<file path="src/hw/rtl/ptbmr_pkg.sv">
// Package for the bitmap / Miller-Rabin prime tester.
// Holds payload structs, FSM state codes, constants. No dependencies.
package ptbmr_pkg;

  localparam int unsigned MapBytesDefault = 4096;
  localparam logic [15:0] MapMinLimit = 16'd17;
  localparam logic [63:0] Thresh4 = 64'd3215031751;
  localparam logic [63:0] Thresh5 = 64'd2152302898747;
  localparam logic [63:0] Thresh6 = 64'd3474749660383;

  localparam logic FuncLoad = 1'b0;
  localparam logic FuncTest = 1'b1;

  localparam logic [0:0] RegMaxMap = 1'b0;

  typedef struct packed {
    logic        func;
    logic [11:0] map_index;
    logic [7:0]  map_byte;
    logic [63:0] number;
  } in_item_t;

  typedef struct packed {
    logic        is_prime;
    logic [63:0] tested_number;
  } out_item_t;

  // modmul unit control
  typedef struct packed {
    logic        go;
    logic [63:0] a;
    logic [63:0] b;
    logic [63:0] m;
  } mm_req_t;

  typedef enum logic [3:0] {
    ST_IDLE,
    ST_LOOKUP,
    ST_SPLIT,
    ST_BASE,
    ST_EXP_MUL,
    ST_EXP_SQR,
    ST_EXP_NEXT,
    ST_CHECK,
    ST_SQ_LOOP,
    ST_SQ_CHECK,
    ST_DONE
  } state_t;

  function automatic logic [4:0] base_value(input logic [2:0] i);
    logic [4:0] v;
    begin
      case (i)
        3'd0: v = 5'd2;
        3'd1: v = 5'd3;
        3'd2: v = 5'd5;
        3'd3: v = 5'd7;
        3'd4: v = 5'd11;
        3'd5: v = 5'd13;
        default: v = 5'd17;
      endcase
      return v;
    end
  endfunction

endpackage

</file>
<file path="src/hw/rtl/ptbmr_modmul.sv">
// Shared 64-bit modular multiplier, shift and add, one bit of b per cycle.
// Depends on ptbmr_pkg. Needs a < m, b < m.
module ptbmr_modmul (
  input  logic                clk,
  input  logic                rst,
  input  ptbmr_pkg::mm_req_t  req,
  output logic                done,
  output logic [63:0]         result
);

  logic [63:0] a, b, m, r;
  logic [6:0]  cnt;
  logic        active;
  logic [63:0] r_dbl, r_add;
  logic [64:0] sum1, sum2;

  // r = 2r mod m, then + a mod m if bit set
  always_comb begin
    sum1  = {1'b0, r} + {1'b0, r};
    r_dbl = (sum1 >= {1'b0, m}) ? sum1[63:0] - m : sum1[63:0];
    sum2  = {1'b0, r_dbl} + {1'b0, a};
    r_add = (sum2 >= {1'b0, m}) ? sum2[63:0] - m : sum2[63:0];
  end

  always_ff @(posedge clk) begin
    if (rst) begin
      active <= 1'b0;
      done   <= 1'b0;
      cnt    <= '0;
    end else begin
      done <= !req.go && active && (cnt == 7'd1);
      if (req.go) begin
        active <= 1'b1;
        cnt    <= 7'd64;
        a      <= req.a;
        b      <= req.b;
        m      <= req.m;
        r      <= '0;
      end else if (active) begin
        r   <= b[63] ? r_add : r_dbl;
        b   <= {b[62:0], 1'b0};
        cnt <= cnt - 7'd1;
        if (cnt == 7'd1) begin
          active <= 1'b0;
        end
      end
    end
  end

  assign result = r;

  a_reduced: assert property (@(posedge clk) disable iff (rst)
    done |-> r < m) else $error("modmul result not reduced");
  a_done_pulse: assert property (@(posedge clk) disable iff (rst)
    done |=> !done) else $error("done longer than one cycle");
  a_go_when_free: assert property (@(posedge clk) disable iff (rst)
    req.go |-> !active) else $error("request while multiplier busy");

endmodule

</file>
<file path="config.mk">
export PLATFORM = sky130hd
export DESIGN_NAME = ptbmr_modmul
export DESIGN_NICKNAME = d
export VERILOG_FILES = /design/src/hw/rtl/ptbmr_pkg.sv /design/src/hw/rtl/ptbmr_modmul.sv
export SDC_FILE = /design/constraint.sdc
export NUM_CORES = 1
export LEC_CHECK = 0
export ABC_AREA = 0
export ABC_CLOCK_PERIOD_IN_PS = 10250
export BUFFER_PORTS_ARGS = -buffer_cell sky130_fd_sc_hd__buf_2
export CAP_MARGIN = 20
export CORE_MARGIN = 2
export CORE_UTILIZATION = 40
export CTS_CLUSTER_DIAMETER = 50
export CTS_CLUSTER_SIZE = 28
export DETAILED_ROUTE_END_ITERATION = 8
export PLACE_DENSITY = 0.69
export REMOVE_ABC_BUFFERS = 1
export SLEW_MARGIN = 5
export SYNTH_ARGS = -nofsm -noshare
export SYNTH_HDL_FRONTEND = slang
export SYNTH_SLANG_ARGS = --single-unit
</file>
<file path="constraint.sdc">
create_clock -name clk -period 10.25 [get_ports clk]
set_input_delay 2.05 -clock clk [delete_from_list [all_inputs] [get_ports clk]]
set_output_delay 2.05 -clock clk [all_outputs]
set_load 0.05 [all_outputs]
</file>
==> impl_metrics.tcl, run 1 <==
set metrics [dict create \
    status "complete, no violations" \
    seq_area_frac_synth 0.3477 \
    syn_inst 2472 \
    synth-seq-cells 265 \
    place_inst 3396 \
    cts-buffers-inserted 45 \
    regArea_mm2 0.007868 \
    min_period_ns 9.651 \
    cts_hold_buf 0 \
    num-fill-cells 5390 \
    synth_top_area_cell "edfxtp_1" \
    initial_core_util 0.4029 \
    hold_depth 2 \
    die_w_um 241.8 \
    die_area_mm2 0.05849 \
    firstDrtPassIters 8 \
    grt_max_degree 77 \
    synth_edf_count 256 \
    grt_pass1_vias 20420 \
    grt_pass1_wl_mm 122.1 \
    yosys.area_share.simple 0.1375 \
    rsz0062_at_grt "false" \
    final-setup-viol-count 0 \
    period_share 0.9416 \
    final_util 0.4705 \
    worst_pin_slew_ns 1.116 \
    crit_start "result[0]" \
    multi_input_area_mm2 0.01383 \
    synth-main-ff-cell "edfxtp_1" \
    rows 87 \
    arrival_ns 9.98 \
    wl_mm 81.74 \
    antenna_found_initial 2 \
    maxCapViolCount 0 \
    reg2reg_slack_ns 0.60 \
    portBuffers 259 \
    fmax_mhz 103.6 \
    crit_path_max_incr_delay_ns 0.52 \
    synthAdderAreaFrac 0.1099 \
    slew_headroom 0.2532 \
    grt-ovfl-total 0 \
    clk_pin_slew_ns 0.07 \
    synth_top_area_frac 0.3397 \
    drc 0 \
    nets 3082 \
    worst_slack_ns 0.5990 \
    die_h_um 241.8 \
    synth.avg_cell_area_um2 9.154 \
    synth_cell_types 80 \
    hpwl_mm 64.15 \
    synth_compound_area_frac 0.2406 \
    viasPerCell 6.023 \
    ioPinCount 260 \
    cp-end-kind "register" \
    drt_iter0_markers 2124 \
    finalClockSkew_ns 0.04515 \
    crit_fanout 36 \
    ff2ff_path_depth 35 \
    clock_sinks 265 \
    drtAntennaViolNets 0 \
    worstSkewPairLatency_ns 0.62 \
    finalHoldViolCount 0 \
    clock_path_buffers 3 \
    final_max_slew_viol_count 0 \
    synthMuxAreaShare 0.05104 \
    hp-start "cnt[1]" \
    timing.rr.start "result[0]" \
    cp-start-kind "register" \
    synth_area_mm2 0.02263 \
    hold_class "register to register" \
    drive_gt1_frac 0.1848 \
    gp_congestion 0.9680 \
    cts_tree "built" \
    dpl_worst_slack_ns 0.1557 \
    async_reset_ff_frac 0 \
    vias 20990 \
    wl_per_cell_um 23.46 \
    yosys_warnings 0 \
    syn_to_final_growth_pct 16.80 \
    slowest_stage "edfxtp_1" \
    grtUsageTotal 0.2693 \
    synth_top_family_by_area "compound AO/OA/AOI/OAI gates" \
    yosys-top-cells-area "edfxtp_1, ha_1, a21oi_1, mux2_2, a21o_1" \
    synth_xor_area_frac 0.06967 \
    coreArea_mm2 0.05617 \
    layout.cells.non_filler 3484 \
    htreeDepth 2 \
    worstPathRequired_ns 10.58 \
    worstSetupPathType "register to register" \
    root_buffer "clkbuf_16" \
]
worst paths after layout:
path,endpoint
worst max-delay path,result[39]
worst min-delay path,cnt[1]
worst max register to register,result[39]
worst min register to register,cnt[1]
registers in the layout, summed over array words and instances, names as in the netlist:
signal	flops
active	1
b	64
m	64
a	64
cnt	7
done	1
result	64
metrics by stage:
stage | TNS (ns) | instance area (µm²) | hold WS, ns
2_1_floorplan | -22.07 | 22090 | 0.4685
4_1_cts | 0 | 26370 | 0.5400
5_1_grt | 0 | 26430 | 0.5687
3_5_place_dp | 0 | 24730 | 0.5183
3_3_place_gp | 0 | 24730 | 0.4811
6_report | 0 | 26430 | 0.5335
per-layer routing:
layer	global-route usage	up-vias	share of wire
met5	0	-	0.00013
met2	0.4372	1016	0.45
met3	0.05805	238	0.084
met4	0.1275	2	0.051
met1	0.3414	9958	0.41
li1	-	9771	-
placed cells by master, fill, tap and decap left out, types with 59 or more instances in the layout:
| cell type | instances |
|---|---|
| nand3_1 | 59 |
| xor2_1 | 89 |
| a21oi_1 | 250 |
| nor2_1 | 145 |
| o21ai_0 | 140 |
| edfxtp_1 | 256 |
| ha_1 | 194 |
| xnor2_1 | 91 |
| buf_2 | 258 |
| mux2_2 | 83 |
| a21o_1 | 119 |
| inv_1 | 119 |
| nand2_1 | 206 |
synthesized netlist by cell type, types with 83 or more instances:
cell      count
edfxtp_1    256
a21oi_1     252
clkbuf_1    106
xnor2_1      91
xor2_1       89
inv_1       119
nand2_1     207
o21ai_0     141
nor2_1      146
ha_1        194
mux2_2       83
a21o_1      119
worst max-delay path: cells and delay by family (launching register included):
kind                     cells  cell delay, ns
AO/OA/AOI/OAI               18            4.62
AND/OR/NAND/NOR             10            1.89
adder cells (fa/ha/maj)      3            1.34
flip-flops                   1            0.52
XOR/XNOR                     2            0.51
buffers and inverters        2            0.44
cell families (layout without fill, tap and decap cells):
family          after synthesis  after routing
fa+ha+maj                   197            197
mux                         105            105
buf+inv                     252            507
simple gates                645            645
other cells                   0              1
xor+xnor                    180            180
compound gates              828            828
flops                       265            265
cell type report:
| class | instances | area share |
|---|---|---|
| diodes | 1 | 0.00009468 |
| clock buffers | 47 | 0.04408 |
| clock inverters | 37 | 0.01818 |
| inverters | 119 | 0.01690 |
| multi-input cells | 1955 | 0.5235 |
| flip-flops and latches | 265 | 0.2977 |
| well taps | 756 | 0.03579 |
| repair buffers | 304 | 0.06382 |
repair_timing:
| action | CTS | global route |
|---|---|---|
| gates resized for setup | 0 | 9 |
| setup endpoints to repair | 0 | 64 |
| buffers inserted | 0 | 3 |
Power of run 1 is not shown: default switching activity piles up to over one toggle a cycle in this logic, so the estimate is an artifact.
==> run 2: changes to the inputs <==
--- a/config.mk
+++ b/config.mk
@@ -10,11 +10,11 @@
 export BUFFER_PORTS_ARGS = -buffer_cell sky130_fd_sc_hd__buf_2
 export CAP_MARGIN = 20
 export CORE_MARGIN = 2
-export CORE_UTILIZATION = 40
+export CORE_UTILIZATION = 45
 export CTS_CLUSTER_DIAMETER = 50
 export CTS_CLUSTER_SIZE = 28
 export DETAILED_ROUTE_END_ITERATION = 8
-export PLACE_DENSITY = 0.69
+export PLACE_DENSITY = 0.75
 export REMOVE_ABC_BUFFERS = 1
 export SLEW_MARGIN = 5
 export SYNTH_ARGS = -nofsm -noshare
==> run 2 against run 1 <==
Critical path type unchanged. Clock skew decreased by 0.026 ns. Utilization grew 5.2 points. Final cell count decreased by 2.9%. Flip-flop and latch count stayed put. Largest cell class unchanged. Critical path depth is 1 higher. Via count is 0.12% lower. Cell area is 1.5% lower. The flow now finishes with violations (DRC). Count of clock-buffer cells in the layout shrank 4. Global-route usage increased by 2.9 points. Sequential share of layout area rose by 0.46 points. Setup slack worse by 0.19 ns. Fmax fell by 1.9%.
==> impl_metrics.tcl, run 2 (same netlist as run 1, synthesis figures left out) <==
set metrics [dict create \
    status "finished, violations left" \
    violations "DRC" \
    initial_core_util 0.4538 \
    htreeDepth 2 \
    drt_iter0_markers 1943 \
    drtAntennaViolNets 0 \
    final-setup-viol-count 0 \
    wl_mm 80.35 \
    drive_gt1_frac 0.1815 \
    min_period_ns 9.837 \
    slew_headroom 0.3629 \
    final_max_slew_viol_count 0 \
    grt_max_degree 106 \
    diodes 0 \
    worstSetupPathType "register to register" \
    crit_start "result[23]" \
    final_cell_area_mm2 0.02603 \
    maxCapViolCount 0 \
    grt_use_met1 0.3775 \
    die_area_mm2 0.05209 \
    fmax_mhz 101.7 \
    cts_hold_buf 0 \
    grt-busiest-layer "met2" \
    cp-end-kind "register" \
    vias 20960 \
    finalClockSkew_ns 0.01884 \
    clock_path_buffers 3 \
    worstPathRequired_ns 10.57 \
    grt_pass1_vias 20590 \
    clock_sinks 265 \
    clk_pin_slew_ns 0.06 \
    portBuffers 259 \
    arrival_ns 10.16 \
    worstSkewPairLatency_ns 0.57 \
    reg2reg_slack_ns 0.41 \
    die_w_um 228.2 \
    viasPerCell 6.196 \
    period_share 0.9597 \
    timing.rr.start "result[23]" \
    rows 82 \
    gp_congestion 1.008 \
    worst_pin_slew_ns 0.9522 \
    coreArea_mm2 0.04986 \
    slowest_stage "or4_1" \
    firstDrtPassIters 8 \
    dpl_worst_slack_ns -0.1691 \
    place_area_mm2 0.02456 \
    nets 3071 \
    die_h_um 228.2 \
    crit_fanout 25 \
    crit_path_max_incr_delay_ns 0.54 \
    drc 1 \
    ioPinCount 260 \
    rsz0062_at_grt "false" \
    worst_slack_ns 0.4129 \
    finalHoldViolCount 0 \
    hold_class "register to register" \
    cts_tree "built" \
    whs_ns 0.5007 \
    endpoint "result[31]" \
    hpwl_mm 63.32 \
    grt_pass1_wl_mm 121.0 \
    use_met2 0.4942 \
    ff2ff_path_depth 36 \
    reg2reg_to "result[31]" \
    cp-start-kind "register" \
    wl_per_cell_um 23.75 \
    cts-buffers-inserted 40 \
    root_buffer "clkbuf_16" \
    antenna_found_initial 1 \
    final_util 0.5221 \
    grtUsageTotal 0.2986 \
    gr-usage-met3 0.05150 \
    final_common_cell "buf_2" \
    final_cell_mix "buf_2, edfxtp_1, a21oi_1" \
    syn_to_final_growth_pct 15.04 \
    grt-ovfl-total 0 \
]
## run 2: timing repair
action,CTS,global route
setup buffers,0,4
pin swaps,0,2
gates resized for setup,1,17
endpoints found under the setup margin,48,64
## run 2: through the flow
stage	setup TNS (ns)	std cells
6_report	0	3383
3_3_place_gp	0	3304
5_1_grt	0	3383
4_1_cts	0	3378
2_1_floorplan	-22.07	2339
3_5_place_dp	-1.861	3304
## run 2: final cells by class
type                       count  area, µm²
multi-input combinational   1955      13870
clock inverter                31      304.0
sequential                   265       7868
timing repair buffer         298       1670
clock buffer                  43       1033
fill                        4679      23830
tap                          672      840.8
inverter                     119      446.7
## run 2: how the worst min path moves through the flow
stage                start     end  cells past startpoint
floorplan           cnt[1]  cnt[1]                      2
detailed placement  cnt[1]  cnt[1]                      2
global route        cnt[1]  cnt[1]                      2
finish              cnt[1]  cnt[1]                      2
global placement    cnt[1]  cnt[1]                      2
CTS                 cnt[1]  cnt[1]                      2
## run 2: layer usage
metal / part of all wire / wire length, µm
met1: 0.41 / 32830
met2: 0.46 / 36990
met3: 0.080 / 6388
met4: 0.051 / 4132
met5: 0.000062 / 5
## run 2: worst max-delay path: cells and delay by family (launching register included)
kind	cells	cell delay [ns]
AOI/OAI and AO/OA	13	3.32
and+or+nand+nor	12	2.66
adders and majority gates	3	1.29
buffers and inverters	6	1.11
muxes	1	0.43
DFF	1	0.42
xor gates and xnor gates	1	0.31
Power of run 2 is left out for the same reason.
